**src/ilpd_pkg.sv**
```systemverilog
// ----------------------------------------------------------------------------
// ilpd_pkg
// Shared types, constants and helpers of the intercom line pulse decoder.
// ----------------------------------------------------------------------------
package ilpd_pkg;

    localparam int COUNT_BITS = 16;
    localparam int LIMIT_W    = 16;
    localparam int FLAT_W     = 15;
    localparam int CMP_W      = (COUNT_BITS > LIMIT_W) ? COUNT_BITS : LIMIT_W;
    localparam int ADDR_W     = 5;
    localparam int DATA_W     = 32;

    localparam logic [FLAT_W-1:0]     FLAT_MAX  = {FLAT_W{1'b1}};
    localparam logic [COUNT_BITS-1:0] COUNT_MAX = {COUNT_BITS{1'b1}};

    localparam logic [LIMIT_W-1:0] DISCONNECT_RST = LIMIT_W'(1000);
    localparam logic [LIMIT_W-1:0] CALL_START_RST = LIMIT_W'(50);
    localparam logic [LIMIT_W-1:0] DATA_END_RST   = LIMIT_W'(100);
    localparam logic [LIMIT_W-1:0] RECONNECT_RST  = LIMIT_W'(100);
    localparam logic [LIMIT_W-1:0] CALL_END_RST   = LIMIT_W'(500);

    typedef enum logic [2:0] {
        ST_IDLE      = 3'd0,
        ST_CONNECTED = 3'd1,
        ST_RECEIVING = 3'd2,
        ST_DATA      = 3'd3,
        ST_ENDED     = 3'd4
    } state_t;

    typedef enum logic [1:0] {
        LINK_DOWN = 2'd0,
        LINK_UP   = 2'd1,
        LINK_RX   = 2'd2
    } link_t;

    typedef enum logic [2:0] {
        REG_DISCONNECT = 3'd0,
        REG_CALL_START = 3'd1,
        REG_DATA_END   = 3'd2,
        REG_RECONNECT  = 3'd3,
        REG_CALL_END   = 3'd4
    } reg_idx_t;

    typedef struct packed {
        logic [LIMIT_W-1:0] disconnect_low;
        logic [LIMIT_W-1:0] call_start_low;
        logic [LIMIT_W-1:0] data_end_low;
        logic [LIMIT_W-1:0] reconnect_high;
        logic [LIMIT_W-1:0] call_end_low;
    } cfg_t;

    typedef struct packed {
        state_t            line_state;
        link_t             link_status;
        logic              led_on;
        logic              flat_valid;
        logic [FLAT_W-1:0] flat_number;
    } result_t;

    function automatic logic [COUNT_BITS-1:0] sat_inc(input logic [COUNT_BITS-1:0] v);
        return (v == COUNT_MAX) ? v : v + 1'b1;
    endfunction

    function automatic logic reached(input logic [COUNT_BITS-1:0] cnt,
                                     input logic [LIMIT_W-1:0]    lim);
        return CMP_W'(cnt) >= CMP_W'(lim);
    endfunction

endpackage

```
**src/ilpd_fsm.sv**
```systemverilog
// ----------------------------------------------------------------------------
// ilpd_fsm
// Line state machine with saturating low, high and falling-edge counters.
// ----------------------------------------------------------------------------
module ilpd_fsm (
    input  logic             clk,
    input  logic             rst_n,
    input  logic             step,
    input  logic             level,
    input  ilpd_pkg::cfg_t   cfg,
    output ilpd_pkg::result_t res
);
    import ilpd_pkg::*;

    state_t                state_reg,  state_next;
    link_t                 status_reg, status_next;
    logic                  lamp_reg,   lamp_next;
    logic                  last_reg,   last_next;
    logic [COUNT_BITS-1:0] low_reg,    low_next;
    logic [COUNT_BITS-1:0] high_reg,   high_next;
    logic [COUNT_BITS-1:0] edge_reg,   edge_next;

    logic                  enter_en;
    state_t                enter_st;
    logic                  flat_valid;
    logic [FLAT_W-1:0]     flat_number;
    logic [CMP_W-1:0]      half;

    always_comb
    begin
        state_next  = state_reg;
        status_next = status_reg;
        lamp_next   = lamp_reg;
        last_next   = last_reg;
        low_next    = low_reg;
        high_next   = high_reg;
        edge_next   = edge_reg;
        enter_en    = 1'b0;
        enter_st    = state_reg;
        flat_valid  = 1'b0;
        flat_number = '0;
        half        = '0;

        unique case (state_reg)
            ST_IDLE:
            begin
                if (level)
                begin
                    enter_en = 1'b1;
                    enter_st = ST_CONNECTED;
                end
            end
            ST_CONNECTED:
            begin
                if (!level)
                begin
                    low_next = sat_inc(low_reg);
                    if (reached(low_next, cfg.disconnect_low))
                    begin
                        enter_en = 1'b1;
                        enter_st = ST_IDLE;
                    end
                end
                else if (reached(low_reg, cfg.call_start_low))
                begin
                    enter_en = 1'b1;
                    enter_st = ST_RECEIVING;
                end
            end
            ST_RECEIVING:
            begin
                if (last_reg && !level)
                    edge_next = sat_inc(edge_reg);
                last_next = level;
                if (!level)
                begin
                    high_next = '0;
                    low_next  = sat_inc(low_reg);
                    if (reached(low_next, cfg.data_end_low))
                    begin
                        half = CMP_W'(edge_next >> 1);
                        if (half != '0)
                        begin
                            flat_valid  = 1'b1;
                            flat_number = (half > CMP_W'(FLAT_MAX)) ? FLAT_MAX
                                                                    : half[FLAT_W-1:0];
                        end
                        enter_en = 1'b1;
                        enter_st = ST_DATA;
                    end
                end
                else
                begin
                    low_next  = '0;
                    high_next = sat_inc(high_reg);
                    if (reached(high_next, cfg.reconnect_high))
                    begin
                        enter_en = 1'b1;
                        enter_st = ST_CONNECTED;
                    end
                end
            end
            ST_DATA:
            begin
                if (!level)
                begin
                    low_next = sat_inc(low_reg);
                    if (reached(low_next, cfg.call_end_low))
                    begin
                        enter_en = 1'b1;
                        enter_st = ST_ENDED;
                    end
                end
                else
                begin
                    high_next = sat_inc(high_reg);
                    if (reached(high_next, cfg.reconnect_high))
                    begin
                        enter_en = 1'b1;
                        enter_st = ST_CONNECTED;
                    end
                end
            end
            default:
            begin
                // call ended, and any unused code
                if (!level)
                begin
                    low_next = sat_inc(low_reg);
                    if (reached(low_next, cfg.disconnect_low))
                    begin
                        enter_en = 1'b1;
                        enter_st = ST_IDLE;
                    end
                end
                else
                begin
                    high_next = sat_inc(high_reg);
                    if (reached(high_next, cfg.reconnect_high))
                    begin
                        enter_en = 1'b1;
                        enter_st = ST_CONNECTED;
                    end
                end
            end
        endcase

        if (enter_en)
        begin
            state_next = enter_st;
            low_next   = '0;
            high_next  = '0;
            edge_next  = '0;
            last_next  = 1'b0;
            if (enter_st == ST_IDLE)
            begin
                lamp_next   = 1'b0;
                status_next = LINK_DOWN;
            end
            else if (enter_st == ST_CONNECTED)
            begin
                lamp_next   = 1'b1;
                status_next = LINK_UP;
            end
            else if (enter_st == ST_RECEIVING)
            begin
                status_next = LINK_RX;
            end
        end

        res.line_state  = state_next;
        res.link_status = status_next;
        res.led_on      = lamp_next;
        res.flat_valid  = flat_valid;
        res.flat_number = flat_number;
    end

    always_ff @(posedge clk or negedge rst_n)
    begin
        if (!rst_n)
        begin
            state_reg  <= ST_CONNECTED;
            status_reg <= LINK_UP;
            lamp_reg   <= 1'b1;
            last_reg   <= 1'b0;
            low_reg    <= '0;
            high_reg   <= '0;
            edge_reg   <= '0;
        end
        else if (step)
        begin
            state_reg  <= state_next;
            status_reg <= status_next;
            lamp_reg   <= lamp_next;
            last_reg   <= last_next;
            low_reg    <= low_next;
            high_reg   <= high_next;
            edge_reg   <= edge_next;
        end
    end

endmodule

```
**src/ilpd_out_buf.sv**
```systemverilog
// ----------------------------------------------------------------------------
// ilpd_out_buf
// Two-entry result buffer: output register plus skid register.
// ----------------------------------------------------------------------------
module ilpd_out_buf (
    input  logic              clk,
    input  logic              rst_n,
    input  logic              push,
    input  ilpd_pkg::result_t push_data,
    output logic              can_push,
    output logic              out_valid,
    input  logic              out_ready,
    output ilpd_pkg::result_t out_data
);
    import ilpd_pkg::*;

    result_t main_reg, skid_reg;
    logic    main_valid_reg, skid_valid_reg;
    logic    pop;

    assign pop       = main_valid_reg && out_ready;
    assign can_push  = !skid_valid_reg;
    assign out_valid = main_valid_reg;
    assign out_data  = main_reg;

    always_ff @(posedge clk or negedge rst_n)
    begin
        if (!rst_n)
        begin
            main_valid_reg <= 1'b0;
            skid_valid_reg <= 1'b0;
        end
        else
        begin
            if (skid_valid_reg)
            begin
                if (pop)
                begin
                    main_valid_reg <= 1'b1;
                    skid_valid_reg <= 1'b0;
                end
            end
            else if (!main_valid_reg || pop)
            begin
                main_valid_reg <= push;
            end
            else if (push)
            begin
                skid_valid_reg <= 1'b1;
            end
        end
    end

    always_ff @(posedge clk)
    begin
        if (skid_valid_reg)
        begin
            if (pop)
                main_reg <= skid_reg;
        end
        else if (!main_valid_reg || pop)
        begin
            if (push)
                main_reg <= push_data;
        end
        else if (push)
        begin
            skid_reg <= push_data;
        end
    end

endmodule

```
**src/intercom_line_pulse_decoder.sv**
```systemverilog
// ----------------------------------------------------------------------------
// intercom_line_pulse_decoder
// Decodes the flat number from pulse trains on a sampled intercom line.
// ----------------------------------------------------------------------------
//  channel  | signals                                   | transfer
//  ---------+-------------------------------------------+---------------------
//  input    | in_valid, in_ready, line_level            | valid & ready
//  output   | out_valid, out_ready, line_state,         | valid & ready
//           | link_status, led_on, flat_valid,          |
//           | flat_number                               |
//  config   | psel, penable, pwrite, paddr, pwdata,     | APB, pready high
//           | prdata, pready                            |
//
//  One sample per cycle while in_ready is high: the state update is a single
//  pass of compares and increments. The result is registered into the output
//  register, or the skid register if that is held, so input flows on past
//  one held result; in_ready drops only while both entries are full. Reset
//  (asynchronous, active low) puts the machine in connected with the lamp
//  on, clears the counters and loads the default limits.
// ----------------------------------------------------------------------------
module intercom_line_pulse_decoder (
    input  logic                          clk,
    input  logic                          rst_n,
    input  logic                          psel,
    input  logic                          penable,
    input  logic                          pwrite,
    input  logic [ilpd_pkg::ADDR_W-1:0]   paddr,
    input  logic [ilpd_pkg::DATA_W-1:0]   pwdata,
    output logic [ilpd_pkg::DATA_W-1:0]   prdata,
    output logic                          pready,
    input  logic                          in_valid,
    output logic                          in_ready,
    input  logic                          line_level,
    output logic                          out_valid,
    input  logic                          out_ready,
    output logic [2:0]                    line_state,
    output logic [1:0]                    link_status,
    output logic                          led_on,
    output logic                          flat_valid,
    output logic [ilpd_pkg::FLAT_W-1:0]   flat_number
);
    import ilpd_pkg::*;

    cfg_t     cfg_reg;
    reg_idx_t reg_idx;
    logic     wr_en;
    logic     step;
    result_t  step_res;
    result_t  out_res;

    assign pready  = 1'b1;
    assign reg_idx = reg_idx_t'(paddr[ADDR_W-1:2]);
    assign wr_en   = psel && penable && pwrite && pready;

    always_ff @(posedge clk or negedge rst_n)
    begin
        if (!rst_n)
        begin
            cfg_reg.disconnect_low <= DISCONNECT_RST;
            cfg_reg.call_start_low <= CALL_START_RST;
            cfg_reg.data_end_low   <= DATA_END_RST;
            cfg_reg.reconnect_high <= RECONNECT_RST;
            cfg_reg.call_end_low   <= CALL_END_RST;
        end
        else if (wr_en)
        begin
            unique case (reg_idx)
                REG_DISCONNECT: cfg_reg.disconnect_low <= pwdata[LIMIT_W-1:0];
                REG_CALL_START: cfg_reg.call_start_low <= pwdata[LIMIT_W-1:0];
                REG_DATA_END:   cfg_reg.data_end_low   <= pwdata[LIMIT_W-1:0];
                REG_RECONNECT:  cfg_reg.reconnect_high <= pwdata[LIMIT_W-1:0];
                REG_CALL_END:   cfg_reg.call_end_low   <= pwdata[LIMIT_W-1:0];
                default: ;
            endcase
        end
    end

    always_comb
    begin
        unique case (reg_idx)
            REG_DISCONNECT: prdata = DATA_W'(cfg_reg.disconnect_low);
            REG_CALL_START: prdata = DATA_W'(cfg_reg.call_start_low);
            REG_DATA_END:   prdata = DATA_W'(cfg_reg.data_end_low);
            REG_RECONNECT:  prdata = DATA_W'(cfg_reg.reconnect_high);
            REG_CALL_END:   prdata = DATA_W'(cfg_reg.call_end_low);
            default:        prdata = '0;
        endcase
    end

    assign step = in_valid && in_ready;

    ilpd_fsm u_fsm (
        .clk   (clk),
        .rst_n (rst_n),
        .step  (step),
        .level (line_level),
        .cfg   (cfg_reg),
        .res   (step_res)
    );

    ilpd_out_buf u_out_buf (
        .clk       (clk),
        .rst_n     (rst_n),
        .push      (step),
        .push_data (step_res),
        .can_push  (in_ready),
        .out_valid (out_valid),
        .out_ready (out_ready),
        .out_data  (out_res)
    );

    assign line_state  = out_res.line_state;
    assign link_status = out_res.link_status;
    assign led_on      = out_res.led_on;
    assign flat_valid  = out_res.flat_valid;
    assign flat_number = out_res.flat_number;

endmodule

```
**config.mk**
```make
export PLATFORM = sky130hd
export DESIGN_NAME = intercom_line_pulse_decoder
export DESIGN_NICKNAME = d
export VERILOG_FILES = /design/src/ilpd_pkg.sv /design/src/ilpd_fsm.sv /design/src/ilpd_out_buf.sv /design/src/intercom_line_pulse_decoder.sv
export SDC_FILE = /design/constraint.sdc
export NUM_CORES = 1
export LEC_CHECK = 0
export BUFFER_PORTS_ARGS = -buffer_cell sky130_fd_sc_hd__buf_2
export CELL_PAD_IN_SITES_DETAIL_PLACEMENT = 1
export CELL_PAD_IN_SITES_GLOBAL_PLACEMENT = 2
export CORE_UTILIZATION = 40
export DETAILED_ROUTE_END_ITERATION = 6
export GPL_TIMING_DRIVEN = 0
export MAX_ROUTING_LAYER = met4
export PLACE_DENSITY_LB_ADDON = 0.1
export SYNTH_ARGS = -nofsm -noshare
export SYNTH_HDL_FRONTEND = slang
export SYNTH_HIERARCHICAL = 1
export SYNTH_SLANG_ARGS = --single-unit
```
**constraint.sdc**
```tcl
create_clock -name clk -period 6.6 [get_ports clk]
set_clock_uncertainty 0.05 [all_clocks]
set_input_delay 1.32 -clock clk [delete_from_list [all_inputs] [get_ports clk]]
set_output_delay 1.32 -clock clk [all_outputs]
set_load 0.1 [all_outputs]
```
* Word-level counts from Yosys, hierarchy flattened *
Index checks and enable logic that the tools add are counted.

word-level totals
  register bits after elaboration = 181
  bits in latches = 0
  RAM bits = 0
  memory bits (read-only) = 0
  input bits = 45
  output and inout port bits = 57
  logic and storage cells = 152
  memories kept = 0

operators by class
  $add $sub $neg = 3
  $mul = 0
  divide/modulo/power cells = 0
  magnitude comparators = 6
  equality and inequality tests = 17
  shifts and indexed selects = 0
  muxes and demuxes = 68
  bitwise logic cells = 2
  reductions and logical operators = 31

operators by type and width
  operator                                                                  count
  16-bit two-way mux                                                        13
  22-bit two-way mux                                                        4
  16-bit greater-or-equal comparator                                        5
  16-bit one-hot mux with 5 select lines                                    1
  15-bit two-way mux                                                        5
  16-bit one-hot mux with 2 select lines                                    2
  16-bit by 1-bit adder with 16-bit output (second input constant)          3
  16-bit == test (second input constant)                                    3
  3-bit two-way mux                                                         11
  1-bit two-way mux                                                         26
  16-bit nonzero test                                                       1
  3-bit by 2-bit == test with 1-bit output (second input constant)          5
  15-bit > comparator (second input constant)                               1
  2-bit AND reduction                                                       7
  3-bit one-hot mux with 4 select lines                                     1
  3-bit AND reduction                                                       4
  3-bit by 1-bit == test with 1-bit output (second input constant)          3
  3-bit zero test                                                           3
  2-bit two-way mux                                                         4
  2-bit nonzero test                                                        4
  2-bit by 1-bit inequality test with 1-bit output (second input constant)  3
  1-bit logical AND                                                         5
  1-bit one-hot mux with 4 select lines                                     1
  4-bit AND reduction                                                       1
  8 further kinds                                                           11

* Depth between registers and ports, before layout *
  depth in word-level cells = 14
  gate-level depth with buffers = 22

* Hierarchy *
Netlist, hierarchy kept.

modules (own cells, without submodules)
  module                       instances  cells an instance  area an instance (sq um)  sequential area each (sq um)
  ilpd_fsm                     1          739                5834.3                    1380.1
  intercom_line_pulse_decoder  1          276                3875.0                    2028.2
  ilpd_out_buf                 1          81                 1781.7                    1371.3

* Least setup slack after synthesis *
Ideal clock, no wire load.

  kind = in2out
  start = input paddr[4] (netlist bit)
  end = output prdata[10] (netlist bit)
  data arrival time = 4135 ps
  required time = 5230 ps
  setup slack = 1095 ps
  cell stages on the path = 5
  buffers on the path = 2
  cells stage by stage = and2b_2 -> clkbuf_1 -> buf_2 -> a22oi_1 -> o21ai_0

between the ends
  word-level cells in the longest chain between the ends = 2
  elaborated cells between the ends (all ways) = 6
  classes of those cells = eq/ne: 4; mux: 1; reduce/logical: 1

ends and longest elaborated chain
  item                                         RTL line                           RTL
  start: declaration                           intercom_line_pulse_decoder.sv:27  input logic [ilpd_pkg::ADDR_W-1:0] paddr,
  3-bit == test, or another cell as far along  intercom_line_pulse_decoder.sv:80  unique case (reg_idx)
  16-bit one-hot mux with 5 select lines (*)   intercom_line_pulse_decoder.sv:80
  end: declaration                             intercom_line_pulse_decoder.sv:29  output logic [ilpd_pkg::DATA_W-1:0] prdata,

Every way passes the cells marked *; elsewhere a longest branch is shown, timed or not.

==> qor.csv <==
metric,value,unit
hpwlAfterDp,24930,um
p_sw_share,44.27,%
hold_class,reg2reg,
clkPwrFrac,22.2,%
synthTopCellsByCount,"dfrtp_1, mux2_2, inv_1, ha_1, nor2_1",
yosys.area_share.simple,12.86,%
largest_reg_flops,80,
cts_buffers,17,
antenna_found_initial,0,
cp.required,6.75,ns
grt_pass1_vias,8729,
finalHoldViolCount,0,
place.gp.congestion,0.8248,
synth_fa_ha_area_share,9.037,%
cts_tree,done,
rsz0062_at_grt,no,
yosysTopAreaCellShare,24.61,%
slowest_stage,a211oi_1,
drive_above_1_share,26.40,%
post-route-min-period,6.071,ns
critPathArrivalTime,6.22,ns
fp.dieH,171.5,um
relSlewSlack,37.06,%
crit_chain,clkbuf_1 -> and3_1 -> nand3_1 -> or3_1 -> nor3_1 -> nand2_1 -> nand4_1 -> nor2_1 -> xor2_1 -> ha_1 -> nand4_1 -> nor3_1 -> a21oi_1 -> a211oi_1 -> o21ai_0 -> nand3_1 -> and2b_1 -> buf_2 -> buf_2 -> o21ai_0 -> mux2_4,
fmax,164.7,MHz
drv_slew,0,
yosysUniqueCellTypes,79,
die_area,29410,um2
synth_edf_count,44,
synth_top_family_by_area,compound AO/OA/AOI/OAI gates,
synthMuxAreaShare,13.00,%
synth.area.top_cells,"dfrtp_1, edfxtp_1, mux2_2",
outcome,finished clean,
cts_sinks,181,
initial_core_util,41.02,%
ctsHoldBuffers,0,
critPathCaptureType,flop,
period_share,91.99,%
fin_area,13010,um2
cts_setup_buffers,0,
cts_buffer_depth,2,
multi_input_area,6027,um2
p_int,2.527,mW
diodes,0,
finalSetupViolCount,0,
p_switching,2.007,mW
coreArea,28010,um2
power_leakage,5.747,nW
h-tree-depth,4,
path_clk_slew,0.07,ns
cts_root_buf,clkbuf_16,
ant_nets,0,
p_seq_share,34.7,%
worstSetupStartpointType,flop,
comb_power_share,43.1,%
p_per_area,348.5,nW/um2
io_pins,102,
synth_xor_area_share,2.515,%
fill_cells,3166,
worstHoldStart,u_fsm/status_reg[1],
timing.rr.start,u_fsm/low_reg[4],
max-vdd-ir-drop,0.0001426,V
die_w,171.5,um
reg2reg_to,u_out_buf/out_data[20],
wirelength,32630,um
async_reset_ff_share,75.69,%
synthCells,1096,
vias_per_cell,5.443,
synth_top_cell_by_area,dfrtp_1,
min_path_cells,2,
clk_latency,0.45,ns
avgSynthCellArea,10.48,um2
placed_cell_area,12420,um2
cts_resized,0,
overflow,0,
ys.flop_type,dfrtp_1,
ys_ff_latch,181,
drcViolationCount,0,
min_to,u_fsm/status_reg[1],
grt_pass1_wl,51060,um
routedWlPerCell,20.52,um
grt_max_degree,93,
cpPeakStageDelay,0.55,ns
path_max_fanout,10,
maxCapViolations,0,
reg2reg_depth,21,
num_rows,61,
drt_iter0_drc,449,
first_pass_iters,5,
portBuffers,66,
mappedNetlistArea,11490,um2
finalWorstSetupSlack,0.5287,ns
synth.most_common_cell,dfrtp_1,
ys_warn_count,6,
seqCellArea,4780,um2
dp_slack,0.4836,ns
syn2layout_area_growth,13.23,%
worstMarginPinSlew,0.9203,ns
finalSetupTns,0,ns
ys_seq_area_share,41.59,%
vias,8655,
track_usage,23.88,%
criticalPathCategory,reg2reg,
rrSetupSlack,0.53,ns
fin_nets,1327,
synth_compound_area_share,14.20,%
## stage by stage
| stage | hold WS, ns | utilization [%] | cells | power, mW |
|---|---|---|---|---|
| after floorplan | 0.4123 | - | 1111 | 3.047 |
| after detailed placement | 0.4447 | 44.35 | 1558 | 3.548 |
| after global routing | 0.4725 | 46.45 | 1590 | 4.790 |
| final | 0.4677 | 46.45 | 1590 | 4.534 |
| after global placement | 0.4325 | 44.09 | 1555 | 3.496 |
| after CTS | 0.4652 | 46.38 | 1590 | 4.572 |
## power groups by stage
stage / sequential (mW) / clock [mW] / combinational, mW
finish: 1.57 / 1.01 / 1.96
global route: 1.60 / 1.07 / 2.12
CTS: 1.57 / 1.03 / 1.97
detailed placement: 1.59 / 0 / 1.95
global placement: 1.59 / 0 / 1.91
floorplan: 1.93 / 0 / 1.11
## layer usage
metal	track usage, %	wire [um]	up-vias
met5	-	0	-
met4	6.056	550	0
met3	3.037	900	27
met2	36.31	14370	135
met1	33.49	16810	4329
li1	-	-	4164
## cell type report
class,count,share of cell area [%]
Clock buffer,17,3.270
Inverter,95,2.741
Multi-Input combinational cell,770,46.32
Tap cell,378,3.635
Sequential cell,181,36.73
Timing Repair Buffer,69,3.000
Buffer,65,3.202
Clock inverter,15,1.096
## kinds of logic (layout without fill, tap and decap cells)
family	count (synthesis)	count (layout)
adders and majority gates	83	83
DFF	181	181
muxes	124	124
and+or+nand+nor	280	280
xor gates and xnor gates	33	33
buffers and inverters	160	261
AOI/OAI and AO/OA	233	233
other	2	17
## critical path: cells and delay by family (launching register included)
kind | cells | cell delay, ns
flops | 1 | 0.38
simple gates | 11 | 2.38
compound gates | 4 | 1.05
mux | 1 | 0.31
xor+xnor | 1 | 0.50
buf+inv | 3 | 0.91
fa+ha+maj | 1 | 0.21
## how the worst max path moves through the flow
| stage | startpoint | to | slack (ns) | depth (start not counted) |
|---|---|---|---|---|
| global placement | u_fsm/low_reg[4] | u_out_buf/out_data[20] | 0.52 | 20 |
| CTS | u_fsm/low_reg[4] | u_out_buf/out_data[20] | 0.40 | 20 |
| floorplan | paddr[4] | prdata[10] | 1.09 | 5 |
| finish | u_fsm/low_reg[4] | u_out_buf/out_data[20] | 0.53 | 21 |
| global route | u_fsm/low_reg[4] | u_out_buf/out_data[20] | 0.05 | 21 |
| detailed placement | u_fsm/low_reg[4] | u_out_buf/out_data[20] | 0.48 | 20 |
## cell usage in the layout (no fill, tap or decap), types with 23 or more instances in the layout
cell	netlist	final
a21oi_1	49	49
a22o_1	29	29
buf_2	14	79
buf_4	23	23
dfrtp_1	113	113
dfstp_2	24	24
edfxtp_1	44	44
ha_1	83	83
inv_1	92	92
mux2_2	94	94
mux2_4	27	27
nand2_1	61	61
nand3_1	33	33
nor2_1	65	65
o21ai_0	46	46
(Power assumes the default switching activity.)
